## src/rtl/mrf_pkg.sv

```systemverilog
// Shared types, constants and the CRC step function of the Modbus request framer.
// No dependencies; used by mrf_csr and modbus_request_framer_unit.
package mrf_pkg;

   // Configuration port address width: two 32-bit registers at 0 and 4.
   localparam int CSR_ADDR_W = 3;

   // Modbus function codes that carry write data.
   localparam logic [7:0] FC_WRITE_SINGLE_COIL  = 8'h05;
   localparam logic [7:0] FC_WRITE_SINGLE_REG   = 8'h06;
   localparam logic [7:0] FC_WRITE_MULTI_COILS  = 8'h0F;
   localparam logic [7:0] FC_WRITE_MULTI_REGS   = 8'h10;

   // Modbus CRC-16, reflected form.
   localparam logic [15:0] CRC_INIT = 16'hFFFF;
   localparam logic [15:0] CRC_POLY = 16'hA001;

   // Register indexes of the configuration port.
   localparam logic REG_TCP_MODE = 1'b0;
   localparam logic REG_SLAVE    = 1'b1;

   typedef enum logic {
      OP_HEADER  = 1'b0,
      OP_PAYLOAD = 1'b1
   } op_type;

   // Byte positions of a frame; the sequencer walks through them.
   typedef enum logic [3:0] {
      SLOT_TID_HI,
      SLOT_TID_LO,
      SLOT_PROTO_HI,
      SLOT_PROTO_LO,
      SLOT_LEN_HI,
      SLOT_LEN_LO,
      SLOT_UNIT,
      SLOT_FUNC,
      SLOT_ADDR_HI,
      SLOT_ADDR_LO,
      SLOT_WORD_HI,
      SLOT_WORD_LO,
      SLOT_DATA,
      SLOT_CRC_LO,
      SLOT_CRC_HI
   } slot_type;

   // Configuration seen by the datapath.
   typedef struct packed {
      logic       tcp_mode;
      logic [7:0] slave_address;
      logic       mode_flip;     // a write changes tcp_mode at this edge
   } cfg_type;

   // One byte of the Modbus CRC-16.
   function automatic logic [15:0] crc_feed(logic [15:0] crc, logic [7:0] data);
      logic [15:0] c;
      c = crc ^ {8'h00, data};
      for (int i = 0; i < 8; i++) begin
         c = c[0] ? ((c >> 1) ^ CRC_POLY) : (c >> 1);
      end
      return c;
   endfunction

endpackage

```

## src/rtl/mrf_csr.sv

```systemverilog
// Configuration registers (tcp_mode, slave_address) behind an APB-style port.
// Depends on mrf_pkg.
module mrf_csr (
   input  logic                           clock,
   input  logic                           reset,
   input  logic                           psel,
   input  logic                           penable,
   input  logic                           pwrite,
   input  logic [mrf_pkg::CSR_ADDR_W-1:0] paddr,
   input  logic [31:0]                    pwdata,
   output logic [31:0]                    prdata,
   output mrf_pkg::cfg_type               cfg
);

   logic       tcp_mode_ff;
   logic       tcp_mode_in;
   logic [7:0] slave_ff;
   logic [7:0] slave_in;
   logic       wr_en;
   logic       reg_idx;
   logic       flip;

   assign wr_en   = psel && penable && pwrite;
   assign reg_idx = paddr[2];

   always_comb begin
      tcp_mode_in = tcp_mode_ff;
      slave_in    = slave_ff;
      flip        = 1'b0;
      if (wr_en) begin
         unique case (reg_idx)
            mrf_pkg::REG_TCP_MODE: begin
               tcp_mode_in = pwdata[0];
               flip        = pwdata[0] != tcp_mode_ff;
            end
            mrf_pkg::REG_SLAVE: begin
               slave_in = pwdata[7:0];
            end
            default: begin
               tcp_mode_in = tcp_mode_ff;
            end
         endcase
      end
   end

   always_ff @(posedge clock) begin
      if (reset) begin
         tcp_mode_ff <= 1'b0;
         slave_ff    <= 8'd1;
      end else begin
         tcp_mode_ff <= tcp_mode_in;
         slave_ff    <= slave_in;
      end
   end

   always_comb begin
      unique case (reg_idx)
         mrf_pkg::REG_TCP_MODE: prdata = {31'd0, tcp_mode_ff};
         mrf_pkg::REG_SLAVE:    prdata = {24'd0, slave_ff};
         default:               prdata = 32'd0;
      endcase
   end

   assign cfg.tcp_mode      = tcp_mode_ff;
   assign cfg.slave_address = slave_ff;
   assign cfg.mode_flip     = flip;

endmodule

```

## src/rtl/modbus_request_framer_unit.sv

```systemverilog
// Modbus request framer top level: request register, byte sequencer, CRC and result register.
// Depends on mrf_pkg and mrf_csr.
//
//   Channel   Direction  Handshake          Moves
//   req_*     in         req_valid/ready    one header or payload byte request
//   rsp_*     out        rsp_valid/ready    one frame byte, frame_last on the final byte
//   csr       in/out     psel/penable       tcp_mode (0x0), slave_address (0x4)
//
// A payload byte request emits one byte; the final one of an RTU frame emits three
// (data byte and the two CRC bytes). A header request emits 4, 6 or 8 bytes in RTU mode,
// 10 or 12 in TCP mode. The result register takes one byte per cycle unless rsp_ready stalls it.
// Reset is synchronous and active high; it clears control state and loads register defaults.
// A stall on rsp_ready freezes the sequencer; req_ready falls only while the request
// register still holds bytes to emit.
module modbus_request_framer_unit #(
   parameter int MAX_PAYLOAD = 247
) (
   input  logic                           clock,
   input  logic                           reset,
   // Configuration port
   input  logic                           psel,
   input  logic                           penable,
   input  logic                           pwrite,
   input  logic [mrf_pkg::CSR_ADDR_W-1:0] paddr,
   input  logic [31:0]                    pwdata,
   output logic [31:0]                    prdata,
   output logic                           pready,
   // Request channel
   input  logic                           req_valid,
   output logic                           req_ready,
   input  logic                           req_operation,
   input  logic [7:0]                     req_function_code,
   input  logic [15:0]                    req_start_address,
   input  logic [15:0]                    req_quantity,
   input  logic [7:0]                     req_payload_length,
   input  logic [7:0]                     req_payload_byte,
   // Result channel
   output logic                           rsp_valid,
   input  logic                           rsp_ready,
   output logic [7:0]                     rsp_frame_byte,
   output logic                           rsp_frame_last
);

   localparam logic [7:0] MaxPayloadByte = 8'(MAX_PAYLOAD);

   mrf_pkg::cfg_type cfg;

   // Configuration registers sit in their own block; pready never stalls.
   mrf_csr u_csr (
      .clock   (clock),
      .reset   (reset),
      .psel    (psel),
      .penable (penable),
      .pwrite  (pwrite),
      .paddr   (paddr),
      .pwdata  (pwdata),
      .prdata  (prdata),
      .cfg     (cfg)
   );

   assign pready = 1'b1;

   // Frame state carried between requests.
   logic [15:0]       tid_ff, tid_in;
   logic [7:0]        remaining_ff, remaining_in;
   logic [15:0]       crc_ff, crc_in;

   // Request register: the request whose bytes are being emitted.
   logic              busy_ff, busy_in;
   mrf_pkg::slot_type slot_ff, slot_in;
   logic [7:0]        fc_ff;
   logic [15:0]       addr_ff;
   logic [15:0]       word_ff;
   logic              has_word_ff;
   logic [7:0]        pl_ff;
   logic              single_ff;
   logic              multi_ff;
   logic [7:0]        data_ff;
   logic              final_ff;

   // Result register.
   logic              rsp_valid_ff, rsp_valid_in;
   logic [7:0]        rsp_byte_ff;
   logic              rsp_last_ff;

   // Handshake and decode.
   logic              out_free;
   logic              issue;
   logic              item_done;
   logic              accept;
   logic              is_header;
   logic              load_item;
   logic              hdr_single;
   logic              hdr_multi;
   logic [7:0]        hdr_pl;
   logic [7:0]        hdr_wait;
   mrf_pkg::slot_type first_slot;

   // Sequencer.
   mrf_pkg::slot_type slot_next;
   logic              slot_last;
   logic [7:0]        cur_byte;
   logic [15:0]       len_word;
   logic [15:0]       crc_base;

   // The result register takes a byte whenever it is empty or being drained.
   assign out_free  = !rsp_valid_ff || rsp_ready;
   assign issue     = busy_ff && out_free;
   assign item_done = issue && slot_last;
   // A new request enters while the last byte of the current one moves out.
   assign req_ready = !busy_ff || item_done;
   assign accept    = req_valid && req_ready;
   assign is_header = mrf_pkg::op_type'(req_operation) == mrf_pkg::OP_HEADER;

   // Header decode. Payload length is saturated; read codes await no payload.
   assign hdr_single = (req_function_code == mrf_pkg::FC_WRITE_SINGLE_COIL) ||
                       (req_function_code == mrf_pkg::FC_WRITE_SINGLE_REG);
   assign hdr_multi  = (req_function_code == mrf_pkg::FC_WRITE_MULTI_COILS) ||
                       (req_function_code == mrf_pkg::FC_WRITE_MULTI_REGS);
   assign hdr_pl     = (req_payload_length > MaxPayloadByte) ? MaxPayloadByte
                                                             : req_payload_length;
   assign hdr_wait   = (hdr_single || hdr_multi) ? hdr_pl : 8'd0;

   // A payload byte that nobody waits for is taken and dropped without a trace.
   assign load_item  = accept && (is_header || (remaining_ff != 8'd0));
   assign first_slot = !is_header     ? mrf_pkg::SLOT_DATA :
                       cfg.tcp_mode   ? mrf_pkg::SLOT_TID_HI : mrf_pkg::SLOT_UNIT;

   // Next byte position. After the last PDU byte of a frame, RTU appends the CRC.
   always_comb begin
      slot_next = slot_ff;
      slot_last = 1'b0;
      unique case (slot_ff)
         mrf_pkg::SLOT_TID_HI:   slot_next = mrf_pkg::SLOT_TID_LO;
         mrf_pkg::SLOT_TID_LO:   slot_next = mrf_pkg::SLOT_PROTO_HI;
         mrf_pkg::SLOT_PROTO_HI: slot_next = mrf_pkg::SLOT_PROTO_LO;
         mrf_pkg::SLOT_PROTO_LO: slot_next = mrf_pkg::SLOT_LEN_HI;
         mrf_pkg::SLOT_LEN_HI:   slot_next = mrf_pkg::SLOT_LEN_LO;
         mrf_pkg::SLOT_LEN_LO:   slot_next = mrf_pkg::SLOT_UNIT;
         mrf_pkg::SLOT_UNIT:     slot_next = mrf_pkg::SLOT_FUNC;
         mrf_pkg::SLOT_FUNC:     slot_next = mrf_pkg::SLOT_ADDR_HI;
         mrf_pkg::SLOT_ADDR_HI:  slot_next = mrf_pkg::SLOT_ADDR_LO;
         mrf_pkg::SLOT_ADDR_LO: begin
            if (has_word_ff) begin
               slot_next = mrf_pkg::SLOT_WORD_HI;
            end else if (final_ff && !cfg.tcp_mode) begin
               slot_next = mrf_pkg::SLOT_CRC_LO;
            end else begin
               slot_last = 1'b1;
            end
         end
         mrf_pkg::SLOT_WORD_HI:  slot_next = mrf_pkg::SLOT_WORD_LO;
         mrf_pkg::SLOT_WORD_LO, mrf_pkg::SLOT_DATA: begin
            if (final_ff && !cfg.tcp_mode) begin
               slot_next = mrf_pkg::SLOT_CRC_LO;
            end else begin
               slot_last = 1'b1;
            end
         end
         mrf_pkg::SLOT_CRC_LO:   slot_next = mrf_pkg::SLOT_CRC_HI;
         mrf_pkg::SLOT_CRC_HI:   slot_last = 1'b1;
         default:                slot_last = 1'b1;
      endcase
   end

   // MBAP length field counts the unit id and the PDU.
   always_comb begin
      if (single_ff) begin
         len_word = 16'd4 + ((pl_ff == 8'd0) ? 16'd2 : {8'd0, pl_ff});
      end else if (multi_ff) begin
         len_word = 16'd6 + {8'd0, pl_ff};
      end else begin
         len_word = 16'd6;
      end
   end

   // Byte value at the current position.
   always_comb begin
      unique case (slot_ff)
         mrf_pkg::SLOT_TID_HI:   cur_byte = tid_ff[15:8];
         mrf_pkg::SLOT_TID_LO:   cur_byte = tid_ff[7:0];
         mrf_pkg::SLOT_PROTO_HI: cur_byte = 8'h00;
         mrf_pkg::SLOT_PROTO_LO: cur_byte = 8'h00;
         mrf_pkg::SLOT_LEN_HI:   cur_byte = len_word[15:8];
         mrf_pkg::SLOT_LEN_LO:   cur_byte = len_word[7:0];
         mrf_pkg::SLOT_UNIT:     cur_byte = cfg.slave_address;
         mrf_pkg::SLOT_FUNC:     cur_byte = fc_ff;
         mrf_pkg::SLOT_ADDR_HI:  cur_byte = addr_ff[15:8];
         mrf_pkg::SLOT_ADDR_LO:  cur_byte = addr_ff[7:0];
         mrf_pkg::SLOT_WORD_HI:  cur_byte = word_ff[15:8];
         mrf_pkg::SLOT_WORD_LO:  cur_byte = word_ff[7:0];
         mrf_pkg::SLOT_DATA:     cur_byte = data_ff;
         mrf_pkg::SLOT_CRC_LO:   cur_byte = crc_ff[7:0];
         mrf_pkg::SLOT_CRC_HI:   cur_byte = crc_ff[15:8];
         default:                cur_byte = 8'h00;
      endcase
   end

   // The CRC restarts on the first byte of every header and is frozen while
   // its own two bytes go out. In TCP mode it runs along unused.
   assign crc_base = ((slot_ff == mrf_pkg::SLOT_TID_HI) || (slot_ff == mrf_pkg::SLOT_UNIT))
                     ? mrf_pkg::CRC_INIT : crc_ff;

   always_comb begin
      crc_in = crc_ff;
      if (issue && (slot_ff != mrf_pkg::SLOT_CRC_LO) && (slot_ff != mrf_pkg::SLOT_CRC_HI)) begin
         crc_in = mrf_pkg::crc_feed(crc_base, cur_byte);
      end
   end

   // Frame state updates at request acceptance; a mode change abandons the frame.
   always_comb begin
      tid_in       = tid_ff;
      remaining_in = remaining_ff;
      if (cfg.mode_flip) begin
         tid_in       = 16'd0;
         remaining_in = 8'd0;
      end else if (accept && is_header) begin
         remaining_in = hdr_wait;
         if (cfg.tcp_mode) begin
            tid_in = tid_ff + 16'd1;
         end
      end else if (accept && (remaining_ff != 8'd0)) begin
         remaining_in = remaining_ff - 8'd1;
      end
   end

   always_comb begin
      busy_in = busy_ff;
      slot_in = slot_ff;
      if (load_item) begin
         busy_in = 1'b1;
         slot_in = first_slot;
      end else if (item_done) begin
         busy_in = 1'b0;
      end else if (issue) begin
         slot_in = slot_next;
      end
   end

   assign rsp_valid_in = out_free ? issue : rsp_valid_ff;

   always_ff @(posedge clock) begin
      if (reset) begin
         tid_ff       <= 16'd0;
         remaining_ff <= 8'd0;
         crc_ff       <= mrf_pkg::CRC_INIT;
         busy_ff      <= 1'b0;
         slot_ff      <= mrf_pkg::SLOT_UNIT;
         rsp_valid_ff <= 1'b0;
      end else begin
         tid_ff       <= tid_in;
         remaining_ff <= remaining_in;
         crc_ff       <= crc_in;
         busy_ff      <= busy_in;
         slot_ff      <= slot_in;
         rsp_valid_ff <= rsp_valid_in;
      end
   end

   // Request payload registers.
   always_ff @(posedge clock) begin
      if (load_item) begin
         fc_ff   <= req_function_code;
         addr_ff <= req_start_address;
         data_ff <= req_payload_byte;
         if (is_header) begin
            single_ff   <= hdr_single;
            multi_ff    <= hdr_multi;
            pl_ff       <= hdr_pl;
            // Write-single with no payload sends two zero bytes in place of the data.
            has_word_ff <= !hdr_single || (hdr_pl == 8'd0);
            word_ff     <= hdr_single ? 16'd0 : req_quantity;
            final_ff    <= hdr_wait == 8'd0;
         end else begin
            final_ff    <= remaining_ff == 8'd1;
         end
      end
   end

   // Result payload registers.
   always_ff @(posedge clock) begin
      if (issue) begin
         rsp_byte_ff <= cur_byte;
         rsp_last_ff <= slot_last && final_ff;
      end
   end

   assign rsp_valid      = rsp_valid_ff;
   assign rsp_frame_byte = rsp_byte_ff;
   assign rsp_frame_last = rsp_last_ff;

endmodule

```

## config.mk

```make
export PLATFORM = sky130hd
export DESIGN_NAME = modbus_request_framer_unit
export DESIGN_NICKNAME = d
export VERILOG_FILES = /design/src/rtl/mrf_pkg.sv /design/src/rtl/mrf_csr.sv /design/src/rtl/modbus_request_framer_unit.sv
export SDC_FILE = /design/constraint.sdc
export NUM_CORES = 1
export LEC_CHECK = 0
export BUFFER_PORTS_ARGS = -buffer_cell sky130_fd_sc_hd__buf_2
export CORE_MARGIN = 4
export CORE_UTILIZATION = 38
export CTS_CLUSTER_DIAMETER = 150
export DETAILED_ROUTE_END_ITERATION = 12
export PLACE_DENSITY = 0.61
export SKIP_LAST_GASP = 1
export SYNTH_ARGS = -nofsm -noshare
export SYNTH_HDL_FRONTEND = slang
export SYNTH_SLANG_ARGS = --single-unit
```

## constraint.sdc

```tcl
create_clock -name clock -period 9.9 [get_ports clock]
set_input_delay 1.485 -clock clock [delete_from_list [all_inputs] [get_ports clock]]
set_output_delay 1.485 -clock clock [all_outputs]
set_load 0.02 [all_outputs]
```

==> run metrics <==
GRT Resource Usage Total=17.9%; Antenna Nets Post-Route=0; clock sinks=124; worst rel slew slack=around 34%; metal3 WL=approximately 1300 um; reg2reg path depth=10; R2R setup slack=6340 ps; number of enable flip-flop cells after synthesis=69; CP Cell Sequence=buf_4 > nand2b_1 > o221a_2 > o221ai_1 > nand2_1 > buf_2; largest net degree at the start of global routing=between 50 and 60; clock slew at reported path FFs=~60 ps; Core ar.=around 0.017 sq mm; final hold violation count=0; layout cells sized above 1=a little under a fifth; total power=approximately 1.9 mW; antenna violations before repair=0; Port Buffer Count=just over 90; Ant. Diodes=0; Die Footprint=between 0.02 and 0.025 sq mm; Layout area overhead=15.8%; power density over the cells=244 mW/mm^2; crit start category=flip-flop; Chip Width=roughly 140 um; most frequent cells in the layout=91 x buf_2, 72 x nor2_1, 69 x edfxtp_1; CP peak stage delay=between 300 and 400 ps; placed cells=977; Critical Path AT=approximately 2200 ps; dpl cell area=slightly above 0.007 sq mm; unique cell type count in the Yosys netlist=74; Sum Neg Setup Slack=0 ps; CTS tree=done; Clock Skew=between 7 and 8 ps; number of global-route vias before repair=~5k; Cell Area, Synth=approximately 0.0068 sq mm; Highest Signal Layer=met4; Max Fclk=about 270 MHz; vias per inst=5.35; post-route cell area=around 0.0078 sq mm; DIE HEIGHT=about 140 um; commonest non-fill, non-tap cell in the layout=buf_2; crit end category=output pin; worst hold path cell count=2; Routed wire per std cell=17.6 um; Setup Fix Bufs, Post-CTS=0; post_cts resized=0; Worst Tran Pin Value=between 900 and 1000 ps; P_leak=between 3 and 4 nW; Hold Crit Class=reg2reg; # IOs=~140; Synthesis Warnings=0; CP max-delay cell=buf_4; # setup viols final=0; Worst Path Required=8420 ps; site row count=48; clock buffer count from CTS=17; clock share of power=around a third; minimum clock period=~3700 ps; deepest clock path buffer count=2; HP Start=remaining_ff[4]; status=finished, final reports clean; family with the most delay on the worst path=buffers and inverters; initial cell density of the core=39.0%; via count=~5.4k; GP Congestion=roughly 0.9; Iteration-0 DRC Markers=just over 400; clk root buf=clkbuf_16; Layout Nets=slightly below 900; R2R Path Start=slot_ff[0]; Sw Pwr=approximately 0.64 mW; Synth Flop Type=edfxtp_1; Synth area leaders=edfxtp_1 31%, dfxtp_1 16%, nor2_1 4.0%, xnor2_1 3.4%, buf_4 3.0%; Reg2Reg Capture Point=crc_ff[0]; Final Non-Filler Cells=1,008; buffer and inverter count on the worst path=2; Max Cap Viol=0; Worst-Skew Late Latency=420 ps; H-tree levels=4; CP max FO=35; Syn Inst Count=around 700; Logic pwr share=31.8%; Switching Share=about 34%; Int Power=1.27 mW; Yosys top cell area share=between 30% and 40%; fin util=45.1%; flops & latches, synth=~120; cell accounting for the most synthesized area=edfxtp_1; Slew Viols, Final=0; hold buffer count at cts=0; final WL=around 18,000 um; Crit Path Class=reg2out; Peak supply drop=roughly 0.2 mV; Tcrit/Tclk final=between 30 and 40%; FILL cells=1,674; Metal-1 WL=about 8300 um; drc violations=0; WHS Endpoint=remaining_ff[4]; DR WL met2=between 7000 and 8000 um; sequential-to-total area share from yosys stat=46.9%; asr flop ratio synth=0%; drt first pass iters=5; first-pass GRT wire length=27,700 um; gr ovfl total=0; DP HPWL=between 10,000 and 15,000 um; mean post-synth cell area=about 9.7 sq um; RSZ-0062 raised after global routing=false; sequential share of power=roughly a third
## kinds of logic after synthesis
kind of cell	synth area share, %
other	0.111
xor gates and xnor gates	7.03
buffers and inverters	7.51
adders and majority gates	1.48
and+or+nand+nor	20.0
muxes	2.51
AOI/OAI and AO/OA	14.5
DFF	46.9
## final cells by class
| class | count | area [sq um] | area share, % |
|---|---|---|---|
| flip-flops and latches | 124 | 3170 | 40.5 |
| repair buffers | 99 | 515 | 6.58 |
| clock buffers | 17 | 425 | 5.43 |
| multi-input cells | 504 | 3170 | 40.5 |
| clock inverters | 14 | 174 | 2.22 |
| well taps | 225 | 282 | 3.59 |
| inverters | 25 | 93.8 | 1.20 |
## routing by layer
metal	up-vias	global-route usage, %
met5	-	0
li1	2602	-
met4	0	5.61
met2	211	26.8
met3	21	4.55
met1	2558	25.6
## tightest hold or removal path, stage by stage, from the launching register on
cell	delay, ps
dfxtp_1	320
a22oi_1	60
nor2_1	80
## stage by stage
step	hold slack [ps]	setup slack, ps
after floorplan	444	6060
after global placement	478	6060
after detailed placement	486	6060
after CTS	500	6200
after global routing	529	6030
final	494	6190
## power by group through the flow
stage                     registers (mW)  logic [mW]  clock network, mW
after floorplan                    0.678       0.471                  0
after global placement             0.682       0.595                  0
after detailed placement           0.683       0.600                  0
after CTS                          0.673       0.602              0.639
after global routing               0.680       0.662              0.665
final                              0.673       0.606              0.629
## cell usage after synthesis, drive strengths merged, types with 3 or more instances
cell type / n
a211o: 10
a211oi: 6
a21oi: 34
a221oi: 7
a22o: 9
a22oi: 11
a311oi: 3
a31oi: 6
and2: 29
and3: 6
buf: 43
clkbuf: 24
dfxtp: 55
edfxtp: 69
ha: 8
inv: 25
mux2: 6
mux2i: 8
nand2: 52
nand2b: 12
nand3: 18
nand3b: 7
nand4: 11
nor2: 72
nor2b: 9
nor3: 18
nor3b: 6
nor4: 4
o21ai: 25
o21bai: 5
o22ai: 4
or2: 3
or3: 4
or4b: 3
xnor2: 27
xor2: 21
## flip-flops by register name, indices dropped and copies added (netlist names), 4 cells and up
| register | cells |
|---|---|
| crc_ff | 16 |
| slot_ff | 4 |
| word_ff | 16 |
| tid_ff | 16 |
| pl_ff | 8 |
| data_ff | 8 |
| remaining_ff | 8 |
| rsp_frame_byte | 8 |
| addr_ff | 16 |
| u_csr.slave_ff | 8 |
| fc_ff | 8 |
## how the worst max path moves through the flow
| stage | from | end | slack, ps | depth (start not counted) |
|---|---|---|---|---|
| CTS | slot_ff[0] | req_ready | 6200 | 6 |
| finish | slot_ff[0] | req_ready | 6190 | 6 |
| global route | slot_ff[0] | req_ready | 6030 | 6 |
| global placement | req_function_code[5] | final_ff | 6060 | 6 |
| detailed placement | req_function_code[5] | remaining_ff[1] | 6060 | 8 |
| floorplan | rsp_ready | remaining_ff[3] | 6060 | 7 |
No activity file was read; power rests on OpenSTA's default activity.
